### src/hw/rtl/sfs_pkg.sv
// ----------------------------------------------------------------------------
// sfs_pkg
// Shared types, codes and reset values of the slot allocator with free stack.
// ----------------------------------------------------------------------------
package sfs_pkg;

  localparam int MAX_SLOTS_DEF = 1024;

  // Fixed field widths.
  localparam int FUNC_W   = 2;
  localparam int SLOT_W   = 12;
  localparam int STATUS_W = 3;
  localparam int GRANT_W  = 10;
  localparam int CNT_W    = 11;
  localparam int STRIDE_W = 12;
  localparam int ADDR_W   = 64;
  localparam int PROD_W   = SLOT_W + STRIDE_W;

  // Configuration port.
  localparam int PADDR_W  = 6;
  localparam int PDATA_W  = 64;
  localparam int REG_IDX_W = 3;

  localparam logic [REG_IDX_W-1:0] REG_CAPACITY       = 3'd0;
  localparam logic [REG_IDX_W-1:0] REG_STRIDE         = 3'd1;
  localparam logic [REG_IDX_W-1:0] REG_CPU_BASE       = 3'd2;
  localparam logic [REG_IDX_W-1:0] REG_GPU_BASE       = 3'd3;
  localparam logic [REG_IDX_W-1:0] REG_SHADER_VISIBLE = 3'd4;

  localparam logic [CNT_W-1:0]    CAPACITY_RST = 11'd1024;
  localparam logic [STRIDE_W-1:0] STRIDE_RST   = 12'd32;

  typedef enum logic [FUNC_W-1:0] {
    FUNC_ALLOC     = 2'd0,
    FUNC_FREE      = 2'd1,
    FUNC_CPU_QUERY = 2'd2,
    FUNC_GPU_QUERY = 2'd3
  } func_t;

  localparam logic [STATUS_W-1:0] ST_OK          = 3'd0;
  localparam logic [STATUS_W-1:0] ST_FULL        = 3'd1;
  localparam logic [STATUS_W-1:0] ST_BAD_INDEX   = 3'd2;
  localparam logic [STATUS_W-1:0] ST_NOT_VISIBLE = 3'd3;
  localparam logic [STATUS_W-1:0] ST_OVERFLOW    = 3'd4;

  typedef struct packed {
    logic [CNT_W-1:0]    capacity;
    logic [STRIDE_W-1:0] stride_bytes;
    logic [ADDR_W-1:0]   cpu_base;
    logic [ADDR_W-1:0]   gpu_base;
    logic                shader_visible;
  } cfg_t;

endpackage

### src/hw/rtl/sfs_handle.sv
// ----------------------------------------------------------------------------
// sfs_handle
// Handle address unit: registers slot times stride, then adds the base.
// ----------------------------------------------------------------------------
module sfs_handle (
  input  logic                             clk,
  input  logic                             load,
  input  logic                             query_ok,
  input  logic [sfs_pkg::FUNC_W-1:0]       func,
  input  logic [sfs_pkg::SLOT_W-1:0]       slot,
  input  sfs_pkg::cfg_t                    cfg,
  output logic [sfs_pkg::ADDR_W-1:0]       handle
);

  logic [sfs_pkg::PROD_W-1:0] prod;
  logic [sfs_pkg::ADDR_W-1:0] base;
  logic                       ok;

  always_ff @(posedge clk) begin
    if (load) begin
      prod <= sfs_pkg::PROD_W'(slot) * sfs_pkg::PROD_W'(cfg.stride_bytes);
      base <= (func == sfs_pkg::FUNC_GPU_QUERY) ? cfg.gpu_base : cfg.cpu_base;
      ok   <= query_ok;
    end
  end

  // The sum wraps modulo 2^64.
  assign handle = ok ? (base + sfs_pkg::ADDR_W'(prod)) : '0;

endmodule

### config.mk
export PLATFORM = sky130hd
export DESIGN_NAME = sfs_handle
export DESIGN_NICKNAME = d
export VERILOG_FILES = /design/src/hw/rtl/sfs_pkg.sv /design/src/hw/rtl/sfs_handle.sv
export SDC_FILE = /design/constraint.sdc
export NUM_CORES = 1
export LEC_CHECK = 0
export BUFFER_PORTS_ARGS = -buffer_cell sky130_fd_sc_hd__buf_2
export CAP_MARGIN = 20
export CORE_MARGIN = 5
export CORE_UTILIZATION = 25
export DETAILED_ROUTE_END_ITERATION = 8
export PLACE_DENSITY = 0.54
export SKIP_LAST_GASP = 1
export SYNTH_ARGS = -nofsm -noshare
export SYNTH_HDL_FRONTEND = slang
export SYNTH_SLANG_ARGS = --single-unit
### constraint.sdc
create_clock -name clk -period 4.9 [get_ports clk]
set_input_delay 0.245 -clock clk [delete_from_list [all_inputs] [get_ports clk]]
set_output_delay 0.245 -clock clk [all_outputs]
set_load 0.02 [all_outputs]
# == Word level (Yosys, flattened, before mapping) ==
# Index checks and enable logic that the tools add are counted.
# totals
regBits,89
latch_bits,0
ram_bits,0
rom_bits,0
inputBits,169
out_inout_bits,64
wordCells,8
memories,0
# op_classes
n_addsub,1
mul,1
n_div,0
order_cmp,0
eq_ne,1
shift,0
n_mux,2
bitwise_logic,0
reduce_logical,0
# ops
cell,count
two-way mux 64 bit,2
adder 64 x 24 -> 64 bit,1
multiplier 12 x 12 -> 24 bit,1
equality test 2 bit (second input constant),1

# == Longest topological paths before layout ==
# depth
ltp_word,2
depth_mapped,20

# == Worst setup path after synthesis ==
# No wires, ideal clock.
# synth_timing
path_kind,in2reg
from,in cfg[134] in the netlist's numbering
to,reg prod[23] in the netlist's numbering (data pin)
arrival_ns,4.710
required_time_ns,4.641
setup_slack_ns,-0.070
cell_stages,18
path_buffers,1
cell_sequence,clkbuf_1 -> nand2_1 -> fa_1 -> fa_1 -> fa_1 -> inv_1 -> fa_1 -> inv_1 -> fa_1 -> inv_1 -> ha_1 -> o21a_1 -> o21ai_0 -> o31a_1 -> o31ai_1 -> nand2b_1 -> a21oi_1 -> xnor2_1
# synth_between
elab_chain_len,1
# synth_lines
element,line_no,text
from (decl),sfs_handle.sv:11,"input sfs_pkg::cfg_t cfg,"
multiplier 12 x 12 -> 24 bit,sfs_handle.sv:21,prod <= sfs_pkg::PROD_W'(slot) * sfs_pkg::PROD_W'(cfg.stride_bytes);
to (signal assigned),sfs_handle.sv:21,
to (decl),sfs_handle.sv:15,logic [sfs_pkg::PROD_W-1:0] prod;
# Every way passes these cells.
# A chain may end at the register's enable or synchronous reset.

# == Final worst setup path ==
# layout_timing
from,in cfg[137] in the netlist's numbering
to,reg prod[17] in the netlist's numbering (data pin)
# Same word-level chain as after synthesis.

==> impl_metrics.json <==
{
  "syn_to_final_growth_pct": 22.2,
  "ant_nets": 0,
  "path_class": "in -> reg",
  "ys.flop_type": "edfxtp_1",
  "ios": 233,
  "die_h_um": 218,
  "ys_seq_elements": 89,
  "final_cells": 1982,
  "die-area_sq_um": 47500,
  "via_per_inst": 4.54,
  "layout_setup_ws_ns": 0.219,
  "wl_mm": 31.5,
  "whs_ns": 0.0759,
  "crit_family": "adder cells",
  "crit_chain": "buf_2 -> buf_4 -> and2_1 -> fa_1 -> fa_1 -> fa_1 -> fa_1 -> inv_1 -> fa_1 -> inv_1 -> ha_1 -> or3_1 -> o21ai_0 -> nor2_1 -> a221o_1 -> a21oi_1 -> xnor2_1",
  "crit_path_frequent_cell": "fa_1",
  "p_leak_nw": 6.04,
  "cp_num_buf_inv": 4,
  "design_power_total_w": 0.00637,
  "slew_viol_final": 0,
  "cts_tree": "built",
  "postSynthAreaPerCell_sq_um": 9.34,
  "placement_rows": 76,
  "cp-end-kind": "flop",
  "ys_seq_area_frac": 0.247,
  "hold_violations": 0,
  "synth.distinct_cells": 56,
  "cts_root_buffer": "clkbuf_16",
  "layout.nets": 1748,
  "cts.sinks": 89,
  "globalplace.congestion": 0.857,
  "die_w_um": 218,
  "synth-edff-count": 89,
  "synth_cells": 1157,
  "place_inst": 1966,
  "critPathMaxStageDelay_ns": 0.55,
  "cp_slowest_cell": "fa_1",
  "yosys.area.top_type_share": 0.247,
  "track_usage": 0.129,
  "fillers": 4473,
  "peakVddDrop_mv": 0.280,
  "required_ns": 4.99,
  "yosys_warnings": 0,
  "core_sq_um": 42900,
  "tightest_slew_ns": 1.14,
  "crit_arrival_ns": 4.77,
  "dp_slack_ns": -0.304,
  "hp-class": "in -> reg",
  "ctsHoldBuffers": 0,
  "grt_pass1_wl_mm": 49.1,
  "drc": 0,
  "outcome": "finished, final reports clean",
  "grt_max_degree": 65,
  "cts.reportedPaths.clkPinSlew_ns": 0.07,
  "fin_crit_ns": 4.68,
  "grt_pass1_vias": 9191,
  "grt_overflow": 0,
  "initial_core_util": 0.252,
  "post-dp-hpwl_mm": 26.2,
  "hp-start": "query_ok",
  "finalCritPeriodShare": 0.955,
  "yosysTopAreaCell": "edfxtp_1",
  "hold_depth": 1,
  "drtIter0Drc": 616,
  "cts_resized": 0,
  "worstPathMaxFanout": 7,
  "vias": 9005,
  "cts_max_path_buffers": 2,
  "synthArstFlopShare": 0,
  "finalSetupViolCount": 0,
  "antenna_cells": 0,
  "synth_nets": 1513,
  "min_to": "ok$_DFFE_PP_",
  "crit_path_start_kind": "input pin",
  "firstDrtPassIters": 5,
  "maxCapViolations": 0,
  "place.port_buffers": 220,
  "layout-drive-gt1-share": 0.271,
  "rsz0062_at_grt": "yes",
  "fmax_mhz": 214,
  "p_per_area_nw_per_um2": 482,
  "yosys-top-cells-area": "edfxtp_1, fa_1, ha_1, mux2_2, inv_1",
  "cts_buffers": 9,
  "antenna_found_initial": 0,
  "postCtsSetupRepairBufs": 0,
  "htree_num_levels": 3,
  "wire_per_inst_um": 15.9,
  "slew_headroom": 0.242,
  "netlist_area_sq_um": 10800
}
[cells in the mapped netlist, drive strengths merged (4+ instances only)]
| library cell | n |
|---|---|
| nor3b | 4 |
| or3 | 11 |
| edfxtp | 89 |
| fa | 101 |
| and2 | 72 |
| o41ai | 4 |
| clkbuf | 59 |
| xnor2 | 25 |
| mux2i | 12 |
| nor3 | 12 |
| nor2b | 4 |
| ha | 86 |
| xor2 | 12 |
| o211ai | 4 |
| a21boi | 4 |
| a21o | 14 |
| a31oi | 5 |
| nor4 | 6 |
| o31ai | 25 |
| or4 | 21 |
| inv | 149 |
| nand2b | 17 |
| mux2 | 64 |
| nand4 | 17 |
| nand2 | 140 |
| a211oi | 5 |
| o21ai | 20 |
| nand3 | 23 |
| and3 | 10 |
| nor2 | 41 |
| a21oi | 65 |
| o21a | 6 |
[layout by cell type (no fill, tap or decap), types with 3 or more instances in the layout]
| master | netlist | final |
|---|---|---|
| inv_6 | 0 | 3 |
| nand3_1 | 23 | 23 |
| or3_1 | 11 | 11 |
| and3_1 | 10 | 10 |
| a31oi_1 | 5 | 4 |
| mux2i_1 | 12 | 12 |
| o41ai_1 | 4 | 3 |
| buf_4 | 0 | 67 |
| xnor2_1 | 25 | 25 |
| o211ai_1 | 4 | 4 |
| fa_1 | 101 | 101 |
| nor3b_1 | 4 | 4 |
| inv_1 | 149 | 149 |
| a21oi_1 | 65 | 65 |
| ha_1 | 86 | 86 |
| and2_1 | 72 | 72 |
| buf_2 | 2 | 219 |
| a21o_1 | 14 | 14 |
| nor2_1 | 41 | 41 |
| nor3_1 | 11 | 10 |
| mux2_2 | 64 | 64 |
| nor4_1 | 6 | 6 |
| nand4_1 | 17 | 17 |
| o21ai_0 | 20 | 18 |
| xor2_1 | 12 | 12 |
| o21a_1 | 6 | 6 |
| clkbuf_16 | 0 | 9 |
| o311ai_0 | 3 | 3 |
| a211oi_1 | 5 | 5 |
| nand2b_1 | 17 | 17 |
| edfxtp_1 | 89 | 89 |
| nor2b_1 | 4 | 4 |
| o31ai_1 | 25 | 24 |
| nand2_1 | 139 | 138 |
| or4_1 | 21 | 21 |
| a21boi_0 | 4 | 4 |
[through the flow]
stage,area (sq um),TNS (ns),utilization
2_1_floorplan,10800,0,-
3_3_place_gp,12900,-0.995,0.301
3_5_place_dp,12900,-1.37,0.301
4_1_cts,13200,0,0.308
5_1_grt,13200,-0.00128,0.308
6_report,13200,0,0.308
[worst max-delay path by stage]
stage / endpoint / depth (start not counted) / slack (ns) / start
2_1_floorplan: prod[23]$_DFFE_PP_ / 18 / 0.003 / slot[1]
3_3_place_gp: prod[23]$_DFFE_PP_ / 18 / -0.21 / cfg[137]
3_5_place_dp: prod[20]$_DFFE_PP_ / 18 / -0.30 / cfg[134]
4_1_cts: prod[20]$_DFFE_PP_ / 18 / 0.07 / cfg[134]
5_1_grt: prod[23]$_DFFE_PP_ / 19 / -0.001 / cfg[136]
6_report: prod[17]$_DFFE_PP_ / 17 / 0.22 / cfg[137]
[registers in the layout (all words and copies together) (netlist names)]
name	count
base	64
ok	1
prod	24
[cell type report]
| type | instances | area, sq um | area share |
|---|---|---|---|
| Tap cell | 585 | 732 | 0.0554 |
| Clock buffer | 9 | 225 | 0.0170 |
| Inverter | 150 | 563 | 0.0426 |
| Clock inverter | 7 | 51.3 | 0.00388 |
| Sequential cell | 89 | 2670 | 0.202 |
| Timing Repair Buffer | 286 | 1600 | 0.121 |
| Multi-Input combinational cell | 856 | 7370 | 0.558 |
[power breakdown]
part	internal, W	leakage (nW)	total [W]	switching, W
clock	0.000348	0.133	0.000664	0.000317
sequential	0.00113	0.870	0.00121	0.0000742
combinational	0.00200	5.04	0.00450	0.00249
total	0.00348	6.04	0.00637	0.00288
[cell families (layout without fill, tap and decap cells)]
logic type,after synthesis,in the layout,synth area share
simple gates,382,382,0.180
buf+inv,212,452,0.0745
mux,76,76,0.0778
fa+ha+maj,187,187,0.287
compound gates,174,174,0.104
xor+xnor,37,37,0.0300
flops,89,89,0.247
[metal layers]
metal / track usage / wire (um)
met1: 0.171 / 13900
met4: 0.0301 / 475
met3: 0.0180 / 2110
met2: 0.222 / 15000
met5: 0 / 0
No activity file was read; power rests on OpenSTA's default activity.
