`config.mk`:
```
export PLATFORM = sky130hd
export DESIGN_NAME = sfs_ram
export DESIGN_NICKNAME = d
export VERILOG_FILES = /design/src/hw/rtl/sfs_ram.sv
export SDC_FILE = /design/constraint.sdc
export NUM_CORES = 1
export LEC_CHECK = 0
export BUFFER_PORTS_ARGS = -buffer_cell sky130_fd_sc_hd__buf_2
export CORE_ASPECT_RATIO = 0.5
export CORE_UTILIZATION = 40
export DETAILED_ROUTE_END_ITERATION = 10
export GPL_TIMING_DRIVEN = 0
export RECOVER_POWER = 25
export SETUP_SLACK_MARGIN = 0.4
export SLEW_MARGIN = 20
export SYNTH_ARGS = -nofsm -noshare
export SYNTH_HDL_FRONTEND = slang
export SYNTH_SLANG_ARGS = --single-unit
```
`constraint.sdc`:
```
create_clock -name clk -period 1.8 [get_ports clk]
set_clock_uncertainty 0.05 [all_clocks]
set_input_delay 0.09 -clock clk [delete_from_list [all_inputs] [get_ports clk]]
set_output_delay 0.09 -clock clk [all_outputs]
set_load 0.005 [all_outputs]
```
`src/hw/rtl/sfs_ram.sv`:
```
// ----------------------------------------------------------------------------
// sfs_ram
// Generic single-port synchronous RAM with a registered read.
// ----------------------------------------------------------------------------
module sfs_ram #(
  parameter int WIDTH = 8,
  parameter int DEPTH = 16,
  localparam int AW = (DEPTH > 1) ? $clog2(DEPTH) : 1
) (
  input  logic             clk,
  input  logic             we,
  input  logic [AW-1:0]    addr,
  input  logic [WIDTH-1:0] wdata,
  output logic [WIDTH-1:0] rdata
);

  logic [WIDTH-1:0] mem [DEPTH];

  always_ff @(posedge clk) begin
    if (we) begin
      mem[addr] <= wdata;
    end
    rdata <= mem[addr];
  end

endmodule

```
# [After elaboration in Yosys (flattened, before gate mapping)]
# Memory sizes are Yosys's and may differ from the RTL's. A register that Yosys moved wholly into a read port is not among the register bits.
# Index checks and enable logic that the tools add are counted.
[word_totals] ramBits=128 word_cells=3 regBits=0 out_inout_bits=8 in_bits=14 mem_count=1
[classes] muxes=2
[memory_table] memory="mem" words=16 word_bits=8 rd=1 rd_clocked_by_memory_dff=1 wr=1 line="17" rtl="logic [WIDTH-1:0] mem [DEPTH];"
[ops] op="two-way mux 1 bit" n=2

# [Logic depth before layout (Yosys ltp)]
# Gate-level depths: netlist (run 1).
[logic_depth] depth_word=2 mapped_depth=5 ltp_nobuf=3

# [Worst setup path before layout (run 1)]
# OpenSTA, ideal clock, no wires.
[synth_timing] path_type="input port to flip-flop" from="input port addr[2]" to="memory mem[0][0] (enable)" setup_slack_ns=0.167 setup_ns=0.383 arrival_time_ns=1.200 stages=2 n_path_buf=0 required_ns=1.367 cell_sequence="or3b_2 nor3_1"
[synth_lines] item="start: declaration" line="12" rtl="input logic [AW-1:0] addr,"
[synth_lines] item="end: declaration" line="17"
# No word-level cell before the write port.

# [Worst setup path in the final report (run 1)]
[layout_timing] from="input port addr[2]" to="memory mem[0][7] (enable)"
# No word-level cell before the write port.

==> flow_summary.yaml, run 1 <==
setup_path:
  slowest_stage: "nor3_2"
  worst-path-max-fanout: 8
  r2r_cells: 3
  crit_path_end_kind: "register"
  critPathMaxStageDelay_ns: 0.63
  start_kind: "primary input"
  critical_path_arrival_ns: 1.43
  path_cells: "buf_2 > or3b_2 > nor3_2"
  r2r_slack_ns: 0.40
  r2r_end: "rdata[1]$_DFF_P_"
  crit_buf_inv: 1
  r2r_start: "mem[10][1]$_DFFE_PP_"
  crit_required_ns: 1.78
  crit_family: "simple AND/OR/NAND/NOR gates"
  crit_type: "in2reg"
synth:
  post-synth-top-count-cell: "edfxtp_1"
  synth_top_cell_by_area: "edfxtp_1"
  yosysTopAreaCellShare: 0.7585
  synthTopCellsByCount: "edfxtp_1 (128), mux4_2 (32), a22oi_1 (16)"
  yosys_warnings: 0
  yosysSeqAreaShare: 0.7901
  syn_area_per_cell_sq_um: 22.03
  synth_nets: 244
  synthTopCellsByArea: "edfxtp_1 (76%), mux4_2 (14%), dfxtp_1 (3.2%)"
  netlist_area_sq_um: 5067
  synth_edf_count: 128
  async_flop_share: 0
  syn-instance-count: 230
  ys.flop_type: "edfxtp_1"
  ys_types: 18
  ys_seq_elements: 136
run_status:
  outcome: "finished, final reports clean"
place:
  dp_hpwl_um: 6115
  port_buffers: 19
  placed_cells: 414
  globalplace.congestion: 0.8123
  dpl_worst_slack_ns: -0.09166
  place_area_sq_um: 5420
timing:
  worst-slew-pin-transition_ns: 0.7985
  setup_ws_ns: 0.3515
  slew_headroom: 0.4648
  hold_viol_final: 0
  rsz0062_at_grt: "true"
  setup_viol: 0
  fin_crit_sh: 0.8047
  finalMaxSlewViolations: 0
  fmax_mhz: 690.4
  finalCriticalPeriod_ns: 1.449
detailed_routing:
  dr.pass1.iters: 4
  drtIter0Drc: 181
  vias: 2328
  drc_errors: 0
  via_per_inst: 5.220
  wl_um: 9553
  wl_per_cell_um: 21.42
  detail-route-antenna-nets: 0
global_routing:
  grt_pass1_vias: 2366
  grt_overflow: 0
  met2_usage: 0.2509
  antenna_found_initial: 0
  busiest_layer: "met2"
  grt_first_pass_wirelength_um: 13960
  met3_usage: 0.06263
  grt_use_total: 0.1579
  grt_max_degree: 17
  grtUsageMet1: 0.2013
hold_path:
  worstHoldStart: "wdata[3]"
  whs_endpoint: "mem[15][3]$_DFFE_PP_"
  hold-path-cell-count: 1
  hp-class: "in2reg"
clocking:
  cts_max_path_buffers: 2
  numCtsBuffers: 17
  cts_hold_buf: 0
  insertion_delay_ns: 0.41
  clk_pin_slew_ns: 0.05
  cts_tree: "built"
  ctsHtreeMaxLevel: 4
  cts-root-buf: "clkbuf_16"
  numClockSinks: 136
cells_and_area:
  multi_input_area_sq_um: 1109
  final_layout_size_suffix_gt1_frac: 0.3808
  fillers: 963
  finalInstanceArea_sq_um: 6066
  nNetsFinal: 282
  regArea_sq_um: 4004
  instances_no_fill: 446
  syn2layout_area_growth_pct: 19.70
  diodes: 0
pwr:
  leakagePower_nw: 1.928
  powerDensity_nw_per_um2: 1204
  finalPower_w: 0.007301
  irDropWorstVdd_mv: 0.5903
floorplanning:
  floorplan.initialDensity: 0.4193
  io-pin-count: 22
  die_w_um: 161.2
  die_h_um: 81.59
  num_rows: 28
  die-area_sq_um: 13150
  core_area_sq_um: 12090
flow_run:
  drv_cap: 0
layer usage:
layer,routed length [um],vias to the layer above,share of wire
met5,0,-,0
met4,75,0,0.0079
met3,793,5,0.083
met2,4576,67,0.48
met1,4107,1219,0.43
li1,-,1037,-
metrics by stage:
| step | TNS, ns | hold slack [ns] | util |
|---|---|---|---|
| 2_1_floorplan | 0 | 0.1389 | - |
| 3_3_place_gp | -3.835 | 0.4213 | 0.4472 |
| 3_5_place_dp | -3.928 | 0.4200 | 0.4484 |
| 4_1_cts | 0 | 0.02622 | 0.5003 |
| 5_1_grt | 0 | 0.04525 | 0.5019 |
| 6_report | 0 | 0.05367 | 0.5019 |
timing repair:
action                                  CTS  global route
setup buffers                             0             0
pin swaps                                 2             8
resized for setup                         7             5
endpoints found under the setup margin   64            56
state kept, by name (all words and copies together) (netlist names):
| signal | count |
|---|---|
| rdata | 8 |
| mem | 128 |
how the worst max path moves through the flow:
stage                                       to  cells past startpoint  slack [ns]                  from
final                      mem[0][7]$_DFFE_PP_                      3        0.35               addr[2]
after global routing       mem[3][6]$_DFFE_PP_                      4        0.33               addr[1]
after global placement     mem[8][4]$_DFFE_PP_                      3       -0.17               addr[1]
after CTS                     rdata[1]$_DFF_P_                      3        0.35  mem[10][1]$_DFFE_PP_
after detailed placement      rdata[5]$_DFF_P_                      4       -0.09               addr[0]
after floorplan           mem[12][0]$_DFFE_PP_                      3        0.27               addr[1]
power by group:
part           internal [W]  switching (W)  leakage [nW]
clock               0.00222        0.00117         0.289
combinational      0.000140       0.000211         0.415
sequential          0.00354      0.0000168          1.22
layout make-up:
class                           count  share of cell area
Sequential cell                   136              0.6601
Clock inverter                      7             0.01485
Multi-Input combinational cell     83              0.1828
Clock buffer                       25             0.08333
Tap cell                          165             0.03403
Buffer                             11             0.01031
Timing Repair Buffer               19             0.01465
placed cells by master, fill, tap and decap left out, drive strengths merged:
master,netlist,routed
nand3b,2,2
nand2b,2,2
clkinv,0,3
nor3,4,4
buf,8,22
clkinvlp,0,2
mux4,32,32
nand2,9,9
nor2,13,13
nand3,1,1
clkbuf,3,33
dfxtp,8,8
edfxtp,128,128
bufinv,0,2
a22oi,16,16
or3b,1,1
and2,1,1
nor2b,2,2
cell families after synthesis:
family / count (synthesis) / synth area share
buffers and inverters: 11 / 0.01185
AOI/OAI and AO/OA: 16 / 0.02370
and+or+nand+nor: 35 / 0.03210
DFF: 136 / 0.7901
muxes: 32 / 0.1422
Power figures use the tool's default switching activity.
==> run 2, diff against run 1 <==
==> constraint.sdc (replaced) <==
create_clock -name clk -period 1.24 [get_ports clk]
set_clock_uncertainty 0.05 [all_clocks]
set_input_delay 0.062 -clock clk [delete_from_list [all_inputs] [get_ports clk]]
set_output_delay 0.062 -clock clk [all_outputs]
set_load 0.005 [all_outputs]
==> flow_summary.yaml, run 2 (same netlist as run 1, synthesis figures left out) <==
floorplanning:
  die_w_um: 161.2
  io-pin-count: 22
  floorplan.initialDensity: 0.4193
  num_rows: 28
  die_h_um: 81.59
  die-area_sq_um: 13150
  core_area_sq_um: 12090
setup_path:
  path_cells: "mux4_2 > a22oi_2 > nand2_1"
  crit_type: "reg2reg"
  slowest_stage: "mux4_2"
  crit_path_end_kind: "register"
  start_kind: "register"
  worst-path-max-fanout: 1
  critPathMaxStageDelay_ns: 0.49
  crit_buf_inv: 0
  critical_path_arrival_ns: 1.68
  crit_family: "multiplexers"
  crit_required_ns: 1.47
cells_and_area:
  largest_reg_flops: 128
  nNetsFinal: 296
  finalInstanceArea_sq_um: 6451
  final_layout_size_suffix_gt1_frac: 0.4271
  regMostFlops: "mem"
  mostFrequentLayoutCell: "edfxtp_1"
  diodes: 0
  mostFrequentLayoutCells: "edfxtp_1 (128), mux4_2 (32), clkbuf_16 (17)"
  reg_top3: "mem (128), rdata (8)"
  syn2layout_area_growth_pct: 27.31
place:
  globalplace.congestion: 0.7849
  dp_hpwl_um: 6384
  dpl_worst_slack_ns: -0.4864
  place_area_sq_um: 5602
  port_buffers: 19
global_routing:
  antenna_found_initial: 0
  grt_pass1_vias: 2531
  grt_max_degree: 17
  grt_use_total: 0.1704
  grt_first_pass_wirelength_um: 15150
  grt_overflow: 0
run_status:
  failed_checks: "negative setup slack"
  outcome: "complete, but fails checks"
pwr:
  irDropWorstVdd_mv: 0.9353
  pwr-share-comb: 0.057
  switchingPower_w: 0.002135
  powerDensity_nw_per_um2: 1670
  leakagePower_nw: 2.081
  internal_power_w: 0.008637
  seqPwrFrac: 0.480
  pwr-share-clk: 0.463
  swShare: 0.1982
detailed_routing:
  wl_per_cell_um: 21.77
  drc_errors: 0
  drtIter0Drc: 189
  wl_um: 10020
  dr.pass1.iters: 5
  detail-route-antenna-nets: 0
  via_per_inst: 5.261
  vias: 2420
timing:
  hold_viol_final: 0
  worst-slew-pin-transition_ns: 0.7918
  slew_headroom: 0.4722
  setup_ws_ns: -0.2134
  fin_crit_sh: 1.172
  setup_viol: 8
  finalCriticalPeriod_ns: 1.453
  rsz0062_at_grt: "true"
  fmax_mhz: 688.0
  finalMaxSlewViolations: 0
clocking:
  cts_max_path_buffers: 2
  numCtsBuffers: 17
  numClockSinks: 136
  ctsHtreeMaxLevel: 4
  clk_pin_slew_ns: 0.06
  insertion_delay_ns: 0.41
  cts-root-buf: "clkbuf_16"
  cts_tree: "built"
flow_run:
  drv_cap: 0
hold_path:
  hp-class: "in2reg"
## run 2: changes by cell type in the layout (fill, tap and decap cells not counted), moves of 2 or more
| cell | previous run | this run |
|---|---|---|
| nand2b_4 | 0 | 2 |
| nor2_4 | 3 | 12 |
| nor2_2 | 9 | 0 |
| buf_4 | 0 | 4 |
| buf_2 | 18 | 10 |
| dfxtp_1 | 8 | 6 |
| nor3_4 | 0 | 4 |
| nor3_2 | 4 | 0 |
| buf_12 | 0 | 8 |
| dfxtp_2 | 0 | 2 |
| buf_6 | 2 | 10 |
| nand2b_1 | 2 | 0 |
## run 2: power groups by stage
stage	clock, W	combinational [W]	sequential [W]
6_report	0.00499	0.000611	0.00517
5_1_grt	0.00523	0.000658	0.00518
4_1_cts	0.00505	0.000601	0.00517
3_5_place_dp	0	0.000557	0.00526
3_3_place_gp	0	0.000550	0.00525
2_1_floorplan	0	0.000336	0.00526
## run 2: final timing paths
| check | startpoint | to | slack, ns | depth (start not counted) |
|---|---|---|---|---|
| min reg2reg | mem[7][0]$_DFFE_PP_ | rdata[0]$_DFF_P_ | 0.64 | 3 |
| min | wdata[7] | mem[13][7]$_DFFE_PP_ | 0.02 | 1 |
| max | mem[3][2]$_DFFE_PP_ | rdata[2]$_DFF_P_ | -0.21 | 3 |
| max reg2reg | mem[3][2]$_DFFE_PP_ | rdata[2]$_DFF_P_ | -0.21 | 3 |
## run 2: cell type report
| class | count | area (sq um) |
|---|---|---|
| multi-input combinational | 83 | 1225 |
| clock inverter | 7 | 91.34 |
| sequential | 136 | 4006 |
| buffer | 11 | 118.9 |
| timing repair buffer | 33 | 297.8 |
| fill | 915 | 5635 |
| tap | 165 | 206.4 |
| clock buffer | 25 | 505.5 |
## run 2: metrics by stage
step	power, W	utilization	instances	TNS [ns]	hold slack, ns
after floorplan	0.005596	-	230	-0.04540	0.1109
after global placement	0.005804	0.4635	414	-17.50	0.3919
after detailed placement	0.005819	0.4635	414	-19.84	0.3916
after CTS	0.01082	0.5281	458	-1.126	0.003739
after global routing	0.01106	0.5337	460	-1.498	0.02691
final	0.01077	0.5337	460	-1.116	0.02431
## run 2: routing by layer
metal  GRT usage  vias to the layer above  wire length (um)
met3     0.05707                        9               492
met1      0.2182                     1291              4525
li1            -                     1067                 -
met4     0.06509                        0               109
met5           0                        -                 0
met2      0.2741                       53              4889
## run 2: timing repair
item                                    CTS  global route
buffers inserted                         11             2
endpoints found under the setup margin  120            54
endpoints found under the hold margin    16             0
resized for setup                        13            12
hold buffers                              1             0
pin swaps                                 6             6
==> run 3, diff against run 2 <==
--- a/config.mk
+++ b/config.mk
@@ -5,8 +5,7 @@
 export SDC_FILE = /design/constraint.sdc
 export NUM_CORES = 1
 export LEC_CHECK = 0
-export BUFFER_PORTS_ARGS = -buffer_cell sky130_fd_sc_hd__buf_2
-export CORE_ASPECT_RATIO = 0.5
+export BUFFER_PORTS_ARGS = -buffer_cell sky130_fd_sc_hd__buf_4
 export CORE_UTILIZATION = 40
 export DETAILED_ROUTE_END_ITERATION = 10
 export GPL_TIMING_DRIVEN = 0
==> flow_summary.yaml, run 3 (same netlist as run 1, synthesis figures left out) <==
global_routing:
  antenna_found_initial: 0
  grt_pass1_vias: 2572
  grt_max_degree: 17
  grt_use_total: 0.1758
  grt_first_pass_wirelength_um: 15620
  grt_overflow: 0
setup_path:
  crit_family: "multiplexers"
  start_kind: "register"
  crit_required_ns: 1.47
  crit_type: "reg2reg"
  worst-path-max-fanout: 1
  slowest_stage: "mux4_2"
  crit_buf_inv: 0
  critPathMaxStageDelay_ns: 0.49
  path_cells: "mux4_2 > a22oi_2 > nand2_1"
  crit_path_end_kind: "register"
  critical_path_arrival_ns: 1.62
floorplanning:
  die_h_um: 114.6
  die-area_sq_um: 13120
  num_rows: 40
  core_area_sq_um: 12160
  io-pin-count: 22
  die_w_um: 114.6
  floorplan.initialDensity: 0.4167
timing:
  finalMaxSlewViolations: 0
  hold_ws_ns: 0.08653
  setup_ws_ns: -0.1476
  slew_headroom: 0.4991
  fin_crit_sh: 1.119
  rsz0062_at_grt: "true"
  fmax_mhz: 720.6
  finalCriticalPeriod_ns: 1.388
  setup_viol: 8
  hold_viol_final: 0
  worst-slew-pin-transition_ns: 0.7513
pwr:
  seqPwrFrac: 0.462
  internal_power_w: 0.009004
  swShare: 0.1967
  switchingPower_w: 0.002205
  pwr-share-comb: 0.060
  pwr-share-clk: 0.478
  leakagePower_nw: 2.164
  finalPower_w: 0.01121
  irDropWorstVdd_mv: 1.209
  powerDensity_nw_per_um2: 1683
cells_and_area:
  regMostFlops: "mem"
  diodes: 0
  mostFrequentLayoutCell: "edfxtp_1"
  largest_reg_flops: 128
  finalInstanceArea_sq_um: 6661
  fillers: 916
  instances_no_fill: 473
  final_layout_size_suffix_gt1_frac: 0.4656
  syn2layout_area_growth_pct: 31.46
  regArea_sq_um: 4014
  nNetsFinal: 306
  reg_top3: "mem (128), rdata (8)"
  mostFrequentLayoutCells: "edfxtp_1 (128), mux4_2 (32), clkbuf_16 (17)"
  multi_input_area_sq_um: 1230
hold_path:
  hp-class: "in2reg"
place:
  port_buffers: 19
  dpl_worst_slack_ns: -0.4110
  placed_cells: 417
  dp_hpwl_um: 6431
  globalplace.congestion: 0.8137
  place_area_sq_um: 5653
clocking:
  cts-root-buf: "clkbuf_16"
  clk_pin_slew_ns: 0.06
  numClockSinks: 136
  numCtsBuffers: 17
  insertion_delay_ns: 0.41
  cts_max_path_buffers: 2
  ctsHtreeMaxLevel: 4
  cts_tree: "built"
flow_run:
  drv_cap: 0
detailed_routing:
  drc_errors: 0
  wl_um: 10370
  vias: 2443
  detail-route-antenna-nets: 0
  drtIter0Drc: 189
  dr.pass1.iters: 4
  wl_per_cell_um: 21.93
  via_per_inst: 5.165
run_status:
  outcome: "complete, but fails checks"
  failed_checks: "negative setup slack"
[run 3: cell count changes in the layout (fill, tap and decap cells not counted), moves of 2 or more]
| cell | before | now |
|---|---|---|
| dfxtp_1 | 6 | 0 |
| clkinvlp_4 | 1 | 4 |
| dfxtp_2 | 2 | 8 |
| clkbuf_2 | 1 | 7 |
| clkbuf_1 | 10 | 2 |
| buf_12 | 8 | 10 |
| bufinv_16 | 2 | 5 |
| buf_2 | 10 | 0 |
| dlygate4sd3_1 | 1 | 8 |
| clkbuf_8 | 5 | 0 |
| buf_6 | 10 | 13 |
| clkinv_1 | 0 | 2 |
| buf_4 | 4 | 11 |
[run 3: routing by layer]
layer | vias up | GRT usage | wire length [um]
li1 | 1090 | - | -
met5 | - | 0 | 0
met4 | 0 | 0.05195 | 143
met3 | 12 | 0.05241 | 539
met2 | 63 | 0.2651 | 4955
met1 | 1278 | 0.2485 | 4735
[run 3: area by class of cell]
class                   instances  share of cell area
clock buffers                  17             0.06386
clock inverters                15             0.03118
multi-input cells              83              0.1846
repair buffers                 43             0.06837
flip-flops and latches        136              0.6026
plain buffers                  11             0.01784
well taps                     168             0.03156
[run 3: tightest hold or removal path, cell delays in order]
cell     delay, ns
buf_12        0.12
mux4_2        0.19
a22oi_1       0.08
nand2_1       0.07
[run 3: worst paths after layout]
kind / cells after the start / slack, ns / endpoint / startpoint
hold / removal: 4 / 0.09 / rdata[2]$_DFF_P_ / addr[1]
setup / recovery: 3 / -0.15 / rdata[6]$_DFF_P_ / mem[11][6]$_DFFE_PP_
hold reg to reg: 3 / 0.63 / rdata[0]$_DFF_P_ / mem[6][0]$_DFFE_PP_
setup reg to reg: 3 / -0.15 / rdata[6]$_DFF_P_ / mem[11][6]$_DFFE_PP_
[run 3: power by group through the flow]
stage	Combinational [W]	Clock, W	Sequential (W)
final	0.000674	0.00535	0.00518
after global routing	0.000719	0.00562	0.00519
after CTS	0.000674	0.00540	0.00518
after detailed placement	0.000591	0	0.00526
after global placement	0.000581	0	0.00526
after floorplan	0.000336	0	0.00526
[run 3: repair_timing]
item,4_1_cts,5_1_grt
hold buffers,8,0
pin swaps,8,6
hold endpoints to repair,128,0
setup buffers,15,1
endpoints found under the setup margin,112,64
gates resized for setup,24,11
[run 3: metrics by stage]
stage                     utilization  TNS [ns]
after detailed placement       0.4648    -18.67
after global placement         0.4648    -18.06
after CTS                      0.5447   -0.7012
after global routing           0.5477    -1.156
after floorplan                     -  -0.04540
final                          0.5477   -0.7862
