[src/hw/rtl/sfs_pkg.sv]
// ----------------------------------------------------------------------------
// sfs_pkg
// Shared types, codes and reset values of the slot allocator with free stack.
// ----------------------------------------------------------------------------
package sfs_pkg;

  localparam int MAX_SLOTS_DEF = 1024;

  // Fixed field widths.
  localparam int FUNC_W   = 2;
  localparam int SLOT_W   = 12;
  localparam int STATUS_W = 3;
  localparam int GRANT_W  = 10;
  localparam int CNT_W    = 11;
  localparam int STRIDE_W = 12;
  localparam int ADDR_W   = 64;
  localparam int PROD_W   = SLOT_W + STRIDE_W;

  // Configuration port.
  localparam int PADDR_W  = 6;
  localparam int PDATA_W  = 64;
  localparam int REG_IDX_W = 3;

  localparam logic [REG_IDX_W-1:0] REG_CAPACITY       = 3'd0;
  localparam logic [REG_IDX_W-1:0] REG_STRIDE         = 3'd1;
  localparam logic [REG_IDX_W-1:0] REG_CPU_BASE       = 3'd2;
  localparam logic [REG_IDX_W-1:0] REG_GPU_BASE       = 3'd3;
  localparam logic [REG_IDX_W-1:0] REG_SHADER_VISIBLE = 3'd4;

  localparam logic [CNT_W-1:0]    CAPACITY_RST = 11'd1024;
  localparam logic [STRIDE_W-1:0] STRIDE_RST   = 12'd32;

  typedef enum logic [FUNC_W-1:0] {
    FUNC_ALLOC     = 2'd0,
    FUNC_FREE      = 2'd1,
    FUNC_CPU_QUERY = 2'd2,
    FUNC_GPU_QUERY = 2'd3
  } func_t;

  localparam logic [STATUS_W-1:0] ST_OK          = 3'd0;
  localparam logic [STATUS_W-1:0] ST_FULL        = 3'd1;
  localparam logic [STATUS_W-1:0] ST_BAD_INDEX   = 3'd2;
  localparam logic [STATUS_W-1:0] ST_NOT_VISIBLE = 3'd3;
  localparam logic [STATUS_W-1:0] ST_OVERFLOW    = 3'd4;

  typedef struct packed {
    logic [CNT_W-1:0]    capacity;
    logic [STRIDE_W-1:0] stride_bytes;
    logic [ADDR_W-1:0]   cpu_base;
    logic [ADDR_W-1:0]   gpu_base;
    logic                shader_visible;
  } cfg_t;

endpackage

[src/hw/rtl/sfs_ctrl.sv]
// ----------------------------------------------------------------------------
// sfs_ctrl
// Request sequencer: counters, free stack access and status decisions.
// ----------------------------------------------------------------------------
module sfs_ctrl #(
  parameter int MAX_SLOTS = sfs_pkg::MAX_SLOTS_DEF,
  localparam int AW = (MAX_SLOTS > 1) ? $clog2(MAX_SLOTS) : 1,
  localparam int DEPTH_W = $clog2(MAX_SLOTS + 1)
) (
  input  logic                          clk,
  input  logic                          rst,
  input  logic                          start,
  input  logic [sfs_pkg::FUNC_W-1:0]    func,
  input  logic [sfs_pkg::SLOT_W-1:0]    slot,
  input  sfs_pkg::cfg_t                 cfg,
  output logic                          busy,
  output logic                          done,
  output logic                          load,
  output logic                          query_ok,
  output logic [sfs_pkg::STATUS_W-1:0]  status,
  output logic [sfs_pkg::GRANT_W-1:0]   granted,
  output logic                          ram_we,
  output logic [AW-1:0]                 ram_addr,
  output logic [sfs_pkg::GRANT_W-1:0]   ram_wdata,
  input  logic [sfs_pkg::GRANT_W-1:0]   ram_rdata
);

  localparam int CMP_W = (DEPTH_W > sfs_pkg::SLOT_W) ? DEPTH_W : sfs_pkg::SLOT_W;

  typedef enum logic [1:0] {
    S_IDLE = 2'b01,
    S_RESP = 2'b10
  } state_t;

  state_t state, state_next;

  logic [DEPTH_W-1:0]             stack_depth, stack_depth_next;
  logic [sfs_pkg::CNT_W-1:0]      bump_next, bump_next_next;
  logic [sfs_pkg::CNT_W-1:0]      live_count, live_count_next;
  logic [sfs_pkg::STATUS_W-1:0]   status_r, status_next;
  logic [sfs_pkg::GRANT_W-1:0]    granted_r, granted_next;
  logic                           pop_r, pop;
  logic                           accept;
  logic [DEPTH_W-1:0]             depth_dec;
  logic [CMP_W-1:0]               cap_raw, max_w, cap_eff;
  logic [CMP_W-1:0]               live_w, bump_w, depth_w, slot_w;

  assign accept    = start && !busy;
  assign load      = accept;
  assign depth_dec = stack_depth - 1'b1;

  // The capacity register is limited to the stack size.
  assign cap_raw = CMP_W'(cfg.capacity);
  assign max_w   = CMP_W'(MAX_SLOTS);
  assign cap_eff = (cap_raw > max_w) ? max_w : cap_raw;
  assign live_w  = CMP_W'(live_count);
  assign bump_w  = CMP_W'(bump_next);
  assign depth_w = CMP_W'(stack_depth);
  assign slot_w  = CMP_W'(slot);

  always_comb begin
    state_next       = state;
    stack_depth_next = stack_depth;
    bump_next_next   = bump_next;
    live_count_next  = live_count;
    status_next      = sfs_pkg::ST_OK;
    granted_next     = '0;
    pop              = 1'b0;
    query_ok         = 1'b0;
    ram_we           = 1'b0;
    ram_addr         = stack_depth[AW-1:0];
    ram_wdata        = slot[sfs_pkg::GRANT_W-1:0];

    case (state)
      S_IDLE: begin
        if (accept) begin
          state_next = S_RESP;
          case (func)
            sfs_pkg::FUNC_ALLOC: begin
              if (live_w >= cap_eff) begin
                status_next = sfs_pkg::ST_FULL;
              end else if (stack_depth != '0) begin
                // The popped index comes from the registered stack read in the result cycle.
                pop              = 1'b1;
                ram_addr         = depth_dec[AW-1:0];
                stack_depth_next = depth_dec;
                live_count_next  = live_count + 1'b1;
              end else if (bump_w >= cap_eff) begin
                status_next = sfs_pkg::ST_FULL;
              end else begin
                granted_next    = bump_next[sfs_pkg::GRANT_W-1:0];
                bump_next_next  = bump_next + 1'b1;
                live_count_next = live_count + 1'b1;
              end
            end
            sfs_pkg::FUNC_FREE: begin
              if (slot_w >= cap_eff) begin
                status_next = sfs_pkg::ST_BAD_INDEX;
              end else if (depth_w >= max_w) begin
                status_next = sfs_pkg::ST_OVERFLOW;
              end else begin
                ram_we           = 1'b1;
                stack_depth_next = stack_depth + 1'b1;
                if (live_count != '0) begin
                  live_count_next = live_count - 1'b1;
                end
              end
            end
            sfs_pkg::FUNC_CPU_QUERY: begin
              if (slot_w >= cap_eff) begin
                status_next = sfs_pkg::ST_BAD_INDEX;
              end else begin
                query_ok = 1'b1;
              end
            end
            sfs_pkg::FUNC_GPU_QUERY: begin
              if (!cfg.shader_visible) begin
                status_next = sfs_pkg::ST_NOT_VISIBLE;
              end else if (slot_w >= cap_eff) begin
                status_next = sfs_pkg::ST_BAD_INDEX;
              end else begin
                query_ok = 1'b1;
              end
            end
            default: begin
            end
          endcase
        end
      end
      S_RESP: begin
        state_next = S_IDLE;
      end
      default: begin
        state_next = S_IDLE;
      end
    endcase
  end

  always_ff @(posedge clk) begin
    if (rst) begin
      state       <= S_IDLE;
      stack_depth <= '0;
      bump_next   <= '0;
      live_count  <= '0;
    end else begin
      state       <= state_next;
      stack_depth <= stack_depth_next;
      bump_next   <= bump_next_next;
      live_count  <= live_count_next;
    end
  end

  always_ff @(posedge clk) begin
    if (accept) begin
      status_r  <= status_next;
      granted_r <= granted_next;
      pop_r     <= pop;
    end
  end

  assign busy    = (state == S_RESP);
  assign done    = (state == S_RESP);
  assign status  = status_r;
  assign granted = pop_r ? ram_rdata : granted_r;

  a_done_one_cycle: assert property (@(posedge clk) disable iff (rst)
    done |=> !done)
    else $error("result strobe held longer than one cycle");

  a_accept_gives_result: assert property (@(posedge clk) disable iff (rst)
    accept |=> done)
    else $error("accepted transaction produced no result");

  a_depth_bound: assert property (@(posedge clk) disable iff (rst)
    CMP_W'(stack_depth) <= max_w)
    else $error("free stack depth beyond its size");

  a_push_grows: assert property (@(posedge clk) disable iff (rst)
    (accept && func == sfs_pkg::FUNC_FREE && status_next == sfs_pkg::ST_OK)
    |=> stack_depth == $past(stack_depth) + 1'b1)
    else $error("successful free did not push");

  a_alloc_counts: assert property (@(posedge clk) disable iff (rst)
    (accept && func == sfs_pkg::FUNC_ALLOC && status_next == sfs_pkg::ST_OK)
    |=> live_count == $past(live_count) + 1'b1)
    else $error("successful allocate did not raise the live count");

endmodule

[config.mk]
export PLATFORM = sky130hd
export DESIGN_NAME = sfs_ctrl
export DESIGN_NICKNAME = d
export VERILOG_FILES = /design/src/hw/rtl/sfs_pkg.sv /design/src/hw/rtl/sfs_ctrl.sv
export SDC_FILE = /design/constraint.sdc
export NUM_CORES = 1
export LEC_CHECK = 0
export BUFFER_PORTS_ARGS = -buffer_cell sky130_fd_sc_hd__buf_2
export CAP_MARGIN = 20
export CORE_MARGIN = 10
export CORE_UTILIZATION = 46
export DETAILED_ROUTE_END_ITERATION = 7
export GPL_TIMING_DRIVEN = 0
export PLACE_DENSITY = 0.92
export SKIP_CTS_REPAIR_TIMING = 1
export SLEW_MARGIN = 25
export SYNTH_ARGS = -nofsm -noshare
export SYNTH_HDL_FRONTEND = slang
export SYNTH_SLANG_ARGS = --single-unit
[constraint.sdc]
create_clock -name clk -period 3.8 [get_ports clk]
set_clock_uncertainty 0.15 [all_clocks]
set_input_delay 0.19 -clock clk [delete_from_list [all_inputs] [get_ports clk]]
set_output_delay 0.19 -clock clk [all_outputs]
set_load 0.02 [all_outputs]
# After elaboration in Yosys (flattened, before gate mapping)
# Cells that the tools add are included.
[classes]
add_sub_neg = 5
order_cmp = 5
n_eq_ne = 11
n_mux = 38
bitwise = 5
reduce_logical = 12
[op_table]
columns = ["cell", "count"]
rows = [
  ["$mux 11", 11],
  ["$mux 10", 6],
  ["$pmux 11 s2", 2],
  ["$add 11x1->11 const B", 3],
  ["$ge 11x11->1", 2],
  ["$reduce_bool 11->1", 2],
  ["$sub 11x1->11 const B", 2],
  ["$mux 1", 13],
  ["$ge 12x11->1", 1],
  ["$pmux 3 s4", 1],
  ["$ge 11x11->1 const B", 1],
  ["$gt 11x11->1 const B", 1],
  ["$ne 2x2->1 const B", 5],
  ["$mux 3", 3],
  ["$reduce_and 8->1", 1],
  ["$reduce_and 7->1", 1],
  ["$eq 2x2->1 const B", 3],
  ["$reduce_and 6->1", 1],
  ["$not 1->1", 5],
  ["$reduce_or 5->1", 1],
  ["$eq 2x1->1 const B", 2],
  ["$ne 3x3->1 const B", 1],
  ["$reduce_or 3->1", 1],
  ["$logic_not 2->1", 1],
  ["other kinds (6)", 6],
]
[word_totals]
register_bits = 49
input_bits = 179

# Depth between registers and ports, before layout
# Gate-level depths: netlist of run 1.
[logic_depth]
ltp_word = 8
depth_mapped = 12
depth_no_buf = 10

# Least setup slack after synthesis of run 1
# OpenSTA, ideal clock, no wires.
[synth_path]
path_kind = "input -> output"
startpoint = "input port cfg[151] in the netlist's numbering"
endpoint = "output port ram_addr[6]"
arrival_time_ns = 2.917
path_slack_ns = 0.543
path_stages = 10
path_cell_list = "clkinv_1 nand2_1 ha_1 a2111oi_0 o221ai_1 a21oi_1 o21ai_1 nor3_1 nand3_1 xnor2_1"
[synth_between]
elab_chain_len = 7
[synth_rtl]
columns = ["element", "line_no", "source"]
rows = [
  ["start, declared", "sfs_ctrl.sv:15", "input sfs_pkg::cfg_t cfg,"],
  ["$gt 11x11->1", "sfs_ctrl.sv:55", "assign cap_eff = (cap_raw > max_w) ? max_w : cap_raw;"],
  ["$mux 11 *", "sfs_ctrl.sv:55", ""],
  ["$ge 11x11->1 *", "sfs_ctrl.sv:80", "if (live_w >= cap_eff) begin"],
  ["$mux 10 *", "sfs_ctrl.sv:80", ""],
  ["$mux 10 *", "sfs_ctrl.sv:78", "case (func)"],
  ["$mux 10 *", "sfs_ctrl.sv:76", "if (accept) begin"],
  ["$mux 10 *", "sfs_ctrl.sv:74", "case (state)"],
  ["end, declared", "sfs_ctrl.sv:23", "output logic [AW-1:0] ram_addr,"],
]
# Mark *: on every way between the ends. The rest lies on a longest branch, timed or not.

# Final worst setup path of run 1
[layout_path]
startpoint = "input port cfg[151] in the netlist's numbering"
endpoint = "output port ram_addr[3]"
# The elaborated chain is that of the path after synthesis.

==> results of run 1 <==
final timing paths:
path	start	end	slack [ns]	cells past startpoint
hold reg to reg	bump_next[9]$_SDFFE_PP0P_	bump_next[9]$_SDFFE_PP0P_	0.40	2
setup / recovery	cfg[151]	ram_addr[3]	0.16	12
setup reg to reg	live_count[9]$_SDFFE_PP0P_	bump_next[1]$_SDFFE_PP0P_	0.21	9
hold / removal	rst	bump_next[8]$_SDFFE_PP0P_	0.13	3
cell usage in the layout (no fill, tap or decap), types with 10 or more instances in the layout:
cell / n
and2_1: 10
nor2_1: 35
a21oi_1: 42
inv_1: 14
mux2_2: 18
edfxtp_1: 14
nor2b_1: 17
nand2_1: 37
o21ai_0: 26
xnor2_1: 14
buf_4: 13
clkbuf_1: 15
dfxtp_1: 35
ha_1: 45
buf_2: 77
nand3_1: 20
power breakdown:
group          switching (mW)  leakage (nW)  internal, mW
combinational           0.274          1.53         0.176
sequential             0.0197         0.427         0.559
clock                   0.200        0.0452         0.135
layer usage:
layer  track usage  up-vias  wire, microns
met5             0        -              0
met4       0.07022        0            280
met3       0.03621       26            930
met2        0.2997      218           5543
met1        0.2064     1870           4608
li1              -     1891              -
cell type report:
| class | instances | share of cell area |
|---|---|---|
| well taps | 105 | 0.02868 |
| flip-flops and latches | 49 | 0.2447 |
| plain buffers | 30 | 0.03551 |
| inverters | 16 | 0.01393 |
| clock inverters | 3 | 0.005463 |
| repair buffers | 78 | 0.08632 |
| clock buffers | 5 | 0.01502 |
| multi-input cells | 373 | 0.5703 |
registers in the layout, summed over array words and instances, names as in the netlist:
name	flops
bump_next	11
live_count	11
stack_depth	11
granted_r	10
status	3
state	2
pop_r	1
cell families after synthesis:
group                      Yosys count  synth area share
DFF                                 49            0.2849
xor gates and xnor gates            15           0.03339
muxes                               21           0.05914
AOI/OAI and AO/OA                  115            0.1819
buffers and inverters               46           0.05659
adders and majority gates           46            0.1482
and+or+nand+nor                    176            0.2359
critical path: stages:
cell	delay (ns)
buf_2	0.11
clkinvlp_4	0.22
nand2_1	0.23
ha_1	0.27
a2111oi_0	0.58
o221ai_1	0.26
a21oi_2	0.24
o21ai_1	0.20
nor3_4	0.40
nand2_1	0.11
xnor2_1	0.24
buf_2	0.22
==> run metrics, run 1 <==
status completed; area share of the largest cell type after synthesis 0.1781; pwr/cell area 297.4 mW/mm^2; Port Buf Inserts 76; CTS tree done; DR WL/cell 17.24 microns; Crit Path Max Fanout 12; Pwr Total 1.362 mW; Final HPWL DP 8.908 mm; grt total ovfl 0; total of max-cap violations 0; Nets 778; Gate Count Post-Synth 468; mean post-synth cell area 8.408 sq um; antenna cells 0; core area 0.008258 sq mm; DRC 0; die area 0.01265 sq mm; non-filler instance count after layout 659; post-synth cell types 59; Post-Syn Nets 693; most frequent cells after synthesis ha_1 (45), a21oi_1 (43), nand2_1 (37); Syn. warnings 0; die height 112.5 microns; number of I/O pins 217; # setup viols final 0; dpl ws -0.4013 ns; die width 112.5 microns; post-route cell area 0.004581 sq mm; post-synthesis async set-or-reset flop share 0; peak supply drop 0.1751 mV; DRT antenna net count 0; Final WS setup 0.1640 ns; via count 4005; CTS buffer count 5; period utilisation layout 0.9568; row cnt 33; unrepaired setup endpoints after global routing false; post-DR vias/cell 6.077; f_max 0.2750 GHz; Sinks on Clock Net 49; final hold viol count 0; vias in the first global route 3948; register area 0.001121 sq mm; largest area contributor in the netlist dfxtp_1; # fillers 747; setup TNS 0 ns; first-pass GRT wire length 19.11 mm; Post-Route WL 11.36 mm; layout cells sized above 1 0.2292; Initial Utilization 0.4765; CP required 3.46 ns; largest net degree at the start of global routing 19; Max Slew Vio Count 0; post-synthesis cell area 0.003935 sq mm; synth-to-layout area growth 16.41%; Clock Path Buffers 2; Total Routing Usage GR 0.1743; Period minus WS final 3.636 ns; CTS root buffer clkbuf_8; final hold slack 0.1332 ns; RD Place Congestion 0.9721; arrival time of the worst setup path 3.30 ns; FF+latch count, synth 49; Post-Route Utilization 0.5547; DP Area 0.004447 sq mm; most common cell in the netlist ha_1; Leakage 1.999 nW; critical setup path kind input port to primary output; largest cells by area after synthesis dfxtp_1 (18%), ha_1 (14%), edfxtp_1 (11%); Top FF cell, synth dfxtp_1; Post-synth EDFFs 14; H-tree Lvls 2; CP Capture Type primary output; clock latency at the later pin of the worst-skew pair 0.31 ns; Seq/Total Area, Yosys 0.2849; initial antenna violation count 0; Inst Count DP 649; relative slew slack 0.3828; DR pass1 iterations 7; Worst Hold Class input port to flip-flop; CP startpoint kind input port; Worst-path clk slew 0.10 ns; first-iteration detailed-routing DRC count 349; Worst Tran Pin Value 0.9129 ns; Multi-input gate area 0.002613 sq mm
Note: power is estimated with default switching activity, not from simulation.
==> run 2, diff against run 1 <==
--- a/config.mk
+++ b/config.mk
@@ -12,6 +12,7 @@
 export DETAILED_ROUTE_END_ITERATION = 7
 export GPL_TIMING_DRIVEN = 0
 export PLACE_DENSITY = 0.92
+export SETUP_SLACK_MARGIN = 0.4
 export SKIP_CTS_REPAIR_TIMING = 1
 export SLEW_MARGIN = 25
 export SYNTH_ARGS = -nofsm -noshare
==> run 2 against run 1 <==
- clock power about the same
- design area up 1.8%
- global-route usage stayed put
- total power increased by 2.2%
- critical path depth decreased by 3
- maximum frequency up 5.4%
- sequential share of layout area is 0.43 points lower
- register-to-register slack better by 0.16 ns
- via count up 2.6%
- non-clock buffer count is 5 higher
- die area is the same
- final cell count grew 0.76%
- critical endpoint unchanged
==> run metrics, run 2 (same netlist as run 1, synthesis figures left out) <==
status completed (unchanged); register area 0.001121 sq mm (unchanged); DRT antenna net count 0 (unchanged); # fillers 735 (was 747); DR WL/cell 17.68 microns (was 17.24 microns); Multi-input gate area 0.002656 sq mm (was 0.002613 sq mm); initial antenna violation count 0 (unchanged); arrival time of the worst setup path 3.11 ns (was 3.30 ns); f_max 0.2898 GHz (was 0.2750 GHz); Worst-path clk slew 0.10 ns (about the same); FF-to-FF Start live_count[9]$_SDFFE_PP0P_ (unchanged); CP startpoint kind flip-flop (was input port); Nets 783 (was 778); first-iteration detailed-routing DRC count 387 (was 349); pwr/cell area 298.6 mW/mm^2 (was 297.4 mW/mm^2); largest net degree at the start of global routing 19 (unchanged); Inst Count DP 649 (unchanged); Crit Path Max Fanout 8 (was 12); crit path cell chain ha_1, a2111oi_2, o221ai_1, a21oi_2, o21ai_2, nor3_4, nand2_1, xnor2_1, buf_2 (was buf_2, clkinvlp_4, nand2_1, ha_1, a2111oi_0, o221ai_1, a21oi_2, o21ai_1, nor3_4, nand2_1, xnor2_1, buf_2); antenna cells 0 (unchanged); met3 global-route usage 0.03621 (unchanged); CP Capture Type primary output (unchanged); most common cell after layout, fill and taps aside buf_2 (unchanged); CP required 3.46 ns (about the same); Total Routing Usage GR 0.1743 (unchanged); post-DR vias/cell 6.191 (was 6.077); clock latency at the later pin of the worst-skew pair 0.32 ns (was 0.31 ns); synth-to-layout area growth 18.51% (was 16.41%); CTS tree done (unchanged); dpl ws -0.4013 ns (unchanged); Pwr Total 1.392 mW (was 1.362 mW); CTS buffer count 5 (unchanged); commonest cells after routing, fill and taps aside buf_2 (77), ha_1 (44), a21oi_1 (42) (was buf_2 (77), ha_1 (45), a21oi_1 (42)); crit-path max cell delay 0.48 ns (was 0.58 ns); vias in the first global route 3948 (unchanged); total of max-cap violations 0 (unchanged); DRC 0 (unchanged); biggest regs bump_next x11, live_count x11, stack_depth x11 (unchanged); die area 0.01265 sq mm (unchanged); Worst Hold Class input port to flip-flop (unchanged); Leakage 2.036 nW (was 1.999 nW); final hold slack 0.1336 ns (was 0.1332 ns); hold path startpoint rst (unchanged); Max Slew Vio Count 0 (unchanged); relative slew slack 0.5731 (was 0.3828); period utilisation layout 0.9082 (was 0.9568); met2 track utilization from global routing 0.2997 (unchanged); Final HPWL DP 8.908 mm (unchanged); Final WS setup 0.3490 ns (was 0.1640 ns); DR pass1 iterations 5 (was 7); Port Buf Inserts 76 (unchanged); critical path's slowest cell a2111oi_2 (was a2111oi_0); met1 Use GR 0.2064 (unchanged); grt total ovfl 0 (unchanged); H-tree Lvls 2 (unchanged); setup TNS 0 ns (unchanged); Critical path origin live_count[9]$_SDFFE_PP0P_ (was cfg[151]); Post-Route WL 11.74 mm (was 11.36 mm); Period minus WS final 3.451 ns (was 3.636 ns); peak supply drop 0.1761 mV (was 0.1751 mV); Initial Utilization 0.4765 (unchanged); first-pass GRT wire length 19.11 mm (unchanged); critical setup path kind flip-flop to primary output (was input port to primary output); RD Place Congestion 0.9721 (unchanged); die height 112.5 microns (unchanged); via count 4111 (was 4005); number of I/O pins 217 (unchanged); row cnt 33 (unchanged); die width 112.5 microns (unchanged); Sinks on Clock Net 49 (unchanged); layout cells sized above 1 0.2504 (was 0.2292); final hold viol count 0 (unchanged); core area 0.008258 sq mm (unchanged); non-filler instance count after layout 664 (was 659); unrepaired setup endpoints after global routing true (was false); Clock Path Buffers 2 (unchanged); CTS root buffer clkbuf_8 (unchanged); # setup viols final 0 (unchanged); r2r setup slk 0.37 ns (was 0.21 ns); GR peak layer met2 (unchanged); Worst Tran Pin Value 0.6397 ns (was 0.9129 ns)
==> run 2: cell types whose count changed in the layout (fill, tap and decap cells not counted), sizes merged <==
cell / previous run / this run
buf: 93 / 98
==> run 2: worst max-delay path: cells and delay by family (launching register included) <==
kind	cells	cell delay [ns]
compound gates	4	1.09
simple gates	2	0.52
flops	1	0.37
fa+ha+maj	1	0.35
xor+xnor	1	0.24
buf+inv	1	0.22
==> run 2: final timing paths <==
check / endpoint / cells after the start
worst max-delay path: ram_addr[3] / 9
worst min-delay path: bump_next[8]$_SDFFE_PP0P_ / 3
worst max register to register: bump_next[4]$_SDFFE_PP0P_ / 10
worst min register to register: bump_next[9]$_SDFFE_PP0P_ / 2
==> run 2: through the flow <==
step                instance area [sq um]    util
floorplan                            3935       -
detailed placement                   4447  0.5385
CTS                                  4541  0.5498
finish                               4663  0.5647
global placement                     4447  0.5385
global route                         4663  0.5647
==> run 2: metal layers <==
| layer | up-vias | routed length [microns] |
|---|---|---|
| met3 | 63 | 952 |
| li1 | 1898 | - |
| met5 | - | 0 |
| met1 | 1913 | 4715 |
| met4 | 0 | 455 |
| met2 | 237 | 5617 |
==> run 2: report_power, final <==
part	switching [mW]	internal [mW]
Combinational	0.285	0.191
Sequential	0.0207	0.559
Clock	0.202	0.135
==> run 2: final cells by class <==
cell class / instances / share of cell area
plain buffers: 30 / 0.03515
clock buffers: 5 / 0.01476
clock inverters: 3 / 0.005366
inverters: 16 / 0.01368
multi-input cells: 373 / 0.5696
flip-flops and latches: 49 / 0.2404
well taps: 105 / 0.02817
repair buffers: 83 / 0.09284
==> run 3, diff against run 2 <==
--- a/config.mk
+++ b/config.mk
@@ -7,7 +7,7 @@
 export LEC_CHECK = 0
 export BUFFER_PORTS_ARGS = -buffer_cell sky130_fd_sc_hd__buf_2
 export CAP_MARGIN = 20
-export CORE_MARGIN = 10
+export CORE_MARGIN = 2
 export CORE_UTILIZATION = 46
 export DETAILED_ROUTE_END_ITERATION = 7
 export GPL_TIMING_DRIVEN = 0
==> run 3 against run 2 <==
- register-to-register slack gained 0.16 ns
- clock power grew 10%
- global-route usage grew 4.4 points
- worst hold slack gained 0.018 ns
- routed wire length shrank 9.9%
- sequential cell count is the same
- highest routed layer unchanged
- design area shrank 0.16%
- total power grew 1.4%
- non-clock buffer count is the same
- combinational power shrank 3%
==> run metrics, run 3 (same netlist as run 1, synthesis figures left out) <==
status completed (unchanged); Nets 783 (unchanged); period utilisation layout 0.8746 (was 0.9082); peak supply drop 0.1812 mV (was 0.1761 mV); Inst Count DP 649 (unchanged); H-tree Lvls 2 (unchanged); f_max 0.3009 GHz (was 0.2898 GHz); Period minus WS final 3.324 ns (was 3.451 ns); Leakage 2.040 nW (was 2.036 nW); most common cell after layout, fill and taps aside buf_2 (unchanged); unrepaired setup endpoints after global routing true (unchanged); final hold viol count 0 (unchanged); register area 0.001121 sq mm (unchanged); Clock Path Buffers 2 (unchanged); CTS buffer count 5 (unchanged); CTS tree done (unchanged); Port Buf Inserts 76 (unchanged); crit-path max cell delay 0.43 ns (was 0.48 ns); relative slew slack 0.5147 (was 0.5731); Critical path origin live_count[9]$_SDFFE_PP0P_ (unchanged); final hold slack 0.1516 ns (was 0.1336 ns); CP startpoint kind flip-flop (unchanged); row cnt 33 (unchanged); # fillers 715 (was 735); Final HPWL DP 7.916 mm (was 8.908 mm); CP Capture Type primary output (unchanged); CP required 3.46 ns (about the same); Worst-path clk slew 0.09 ns (was 0.10 ns); crit path cell chain ha_1, a2111oi_1, o221ai_1, a21oi_2, o21ai_1, nor3_4, buf_12, nand3_1, xnor2_1, buf_2 (was ha_1, a2111oi_2, o221ai_1, a21oi_2, o21ai_2, nor3_4, nand2_1, xnor2_1, buf_2); vias in the first global route 3624 (was 3948); layout cells sized above 1 0.2415 (was 0.2504); FF-to-FF Start live_count[9]$_SDFFE_PP0P_ (unchanged); number of I/O pins 217 (unchanged); first-pass GRT wire length 16.04 mm (was 19.11 mm); die width 96.49 microns (was 112.5 microns); Sinks on Clock Net 49 (unchanged); synth-to-layout area growth 18.31% (was 18.51%); biggest regs bump_next x11, live_count x11, stack_depth x11 (unchanged); via count 3982 (was 4111); DRC 0 (unchanged); Post-Route WL 10.58 mm (was 11.74 mm); commonest cells after routing, fill and taps aside buf_2 (77), ha_1 (45), a21oi_1 (42) (was buf_2 (77), ha_1 (44), a21oi_1 (42)); post-DR vias/cell 5.997 (was 6.191); Met3 Wirelength 831 microns (was 952 microns); critical setup path kind flip-flop to primary output (unchanged); clock latency at the later pin of the worst-skew pair 0.31 ns (was 0.32 ns); Multi-input gate area 0.002623 sq mm (was 0.002656 sq mm); die height 96.49 microns (was 112.5 microns); DRT antenna net count 0 (unchanged); DR WL/cell 15.93 microns (was 17.68 microns); first-iteration detailed-routing DRC count 303 (was 387); Worst Tran Pin Value 0.7219 ns (was 0.6397 ns); hold path startpoint func[1] (was rst); RD Place Congestion 0.8984 (was 0.9721); arrival time of the worst setup path 2.98 ns (was 3.11 ns); CTS root buffer clkbuf_8 (unchanged); antenna cells 0 (unchanged); pwr/cell area 303.3 mW/mm^2 (was 298.6 mW/mm^2); critical path's slowest cell dfxtp_1 (was a2111oi_2); setup TNS 0 ns (unchanged); Top Layer Used met4 (unchanged); die area 0.009310 sq mm (was 0.01265 sq mm); Worst Hold Class input port to flip-flop (unchanged); Max Slew Vio Count 0 (unchanged); initial antenna violation count 0 (unchanged); core area 0.008258 sq mm (unchanged); DR pass1 iterations 6 (was 5); met2 WL 5.115 mm (was 5.617 mm); # setup viols final 0 (unchanged); non-filler instance count after layout 664 (unchanged); Total Routing Usage GR 0.2184 (was 0.1743); Post-Route M1 WL 4.221 mm (was 4.715 mm); largest net degree at the start of global routing 19 (unchanged); Crit Path Max Fanout 10 (was 8); Initial Utilization 0.4765 (unchanged); grt total ovfl 0 (unchanged); total of max-cap violations 0 (unchanged)
## run 3: layout make-up
| class | count | area share |
|---|---|---|
| inverter | 16 | 0.01371 |
| sequential | 49 | 0.2408 |
| multi-input combinational | 373 | 0.5633 |
| buffer | 30 | 0.03547 |
| clock buffer | 6 | 0.01559 |
| clock inverter | 2 | 0.007256 |
| timing repair buffer | 83 | 0.09567 |
| tap | 105 | 0.02822 |
## run 3: routing by layer
| metal | up-vias | track usage |
|---|---|---|
| li1 | 1903 | - |
| met1 | 1830 | 0.2611 |
| met2 | 204 | 0.3889 |
| met3 | 45 | 0.03336 |
| met4 | 0 | 0.09155 |
| met5 | - | 0 |
## run 3: worst paths after layout
path | endpoint | slack [ns] | depth (start not counted)
setup / recovery | ram_addr[6] | 0.48 | 10
hold / removal | status[0]$_SDFFCE_PP0P_ | 0.15 | 3
setup reg to reg | stack_depth[9]$_SDFFE_PP0P_ | 0.53 | 9
hold reg to reg | bump_next[0]$_SDFFE_PP0P_ | 0.38 | 2
## run 3: power breakdown
part           internal (mW)  total [mW]  switching, mW
Sequential             0.559       0.577         0.0188
Combinational          0.187       0.464          0.277
Clock                  0.195       0.371          0.177
## run 3: critical path, delay by kind of cell (launching register included)
| family | cells | cell delay [ns] |
|---|---|---|
| DFF | 1 | 0.43 |
| adders and majority gates | 1 | 0.27 |
| buffers and inverters | 2 | 0.36 |
| AOI/OAI and AO/OA | 4 | 1.01 |
| xor gates and xnor gates | 1 | 0.19 |
| and+or+nand+nor | 2 | 0.40 |
## run 3: per-stage QoR
stage	power (mW)	worst slack (ns)	util	area, sq um
after floorplan	0.8914	0.5431	-	3935
after global placement	0.9939	-0.2098	0.5385	4447
after detailed placement	1.012	-0.3265	0.5385	4447
after CTS	1.372	-0.3348	0.5514	4553
after global routing	1.480	0.3033	0.5638	4656
final	1.412	0.4764	0.5638	4656
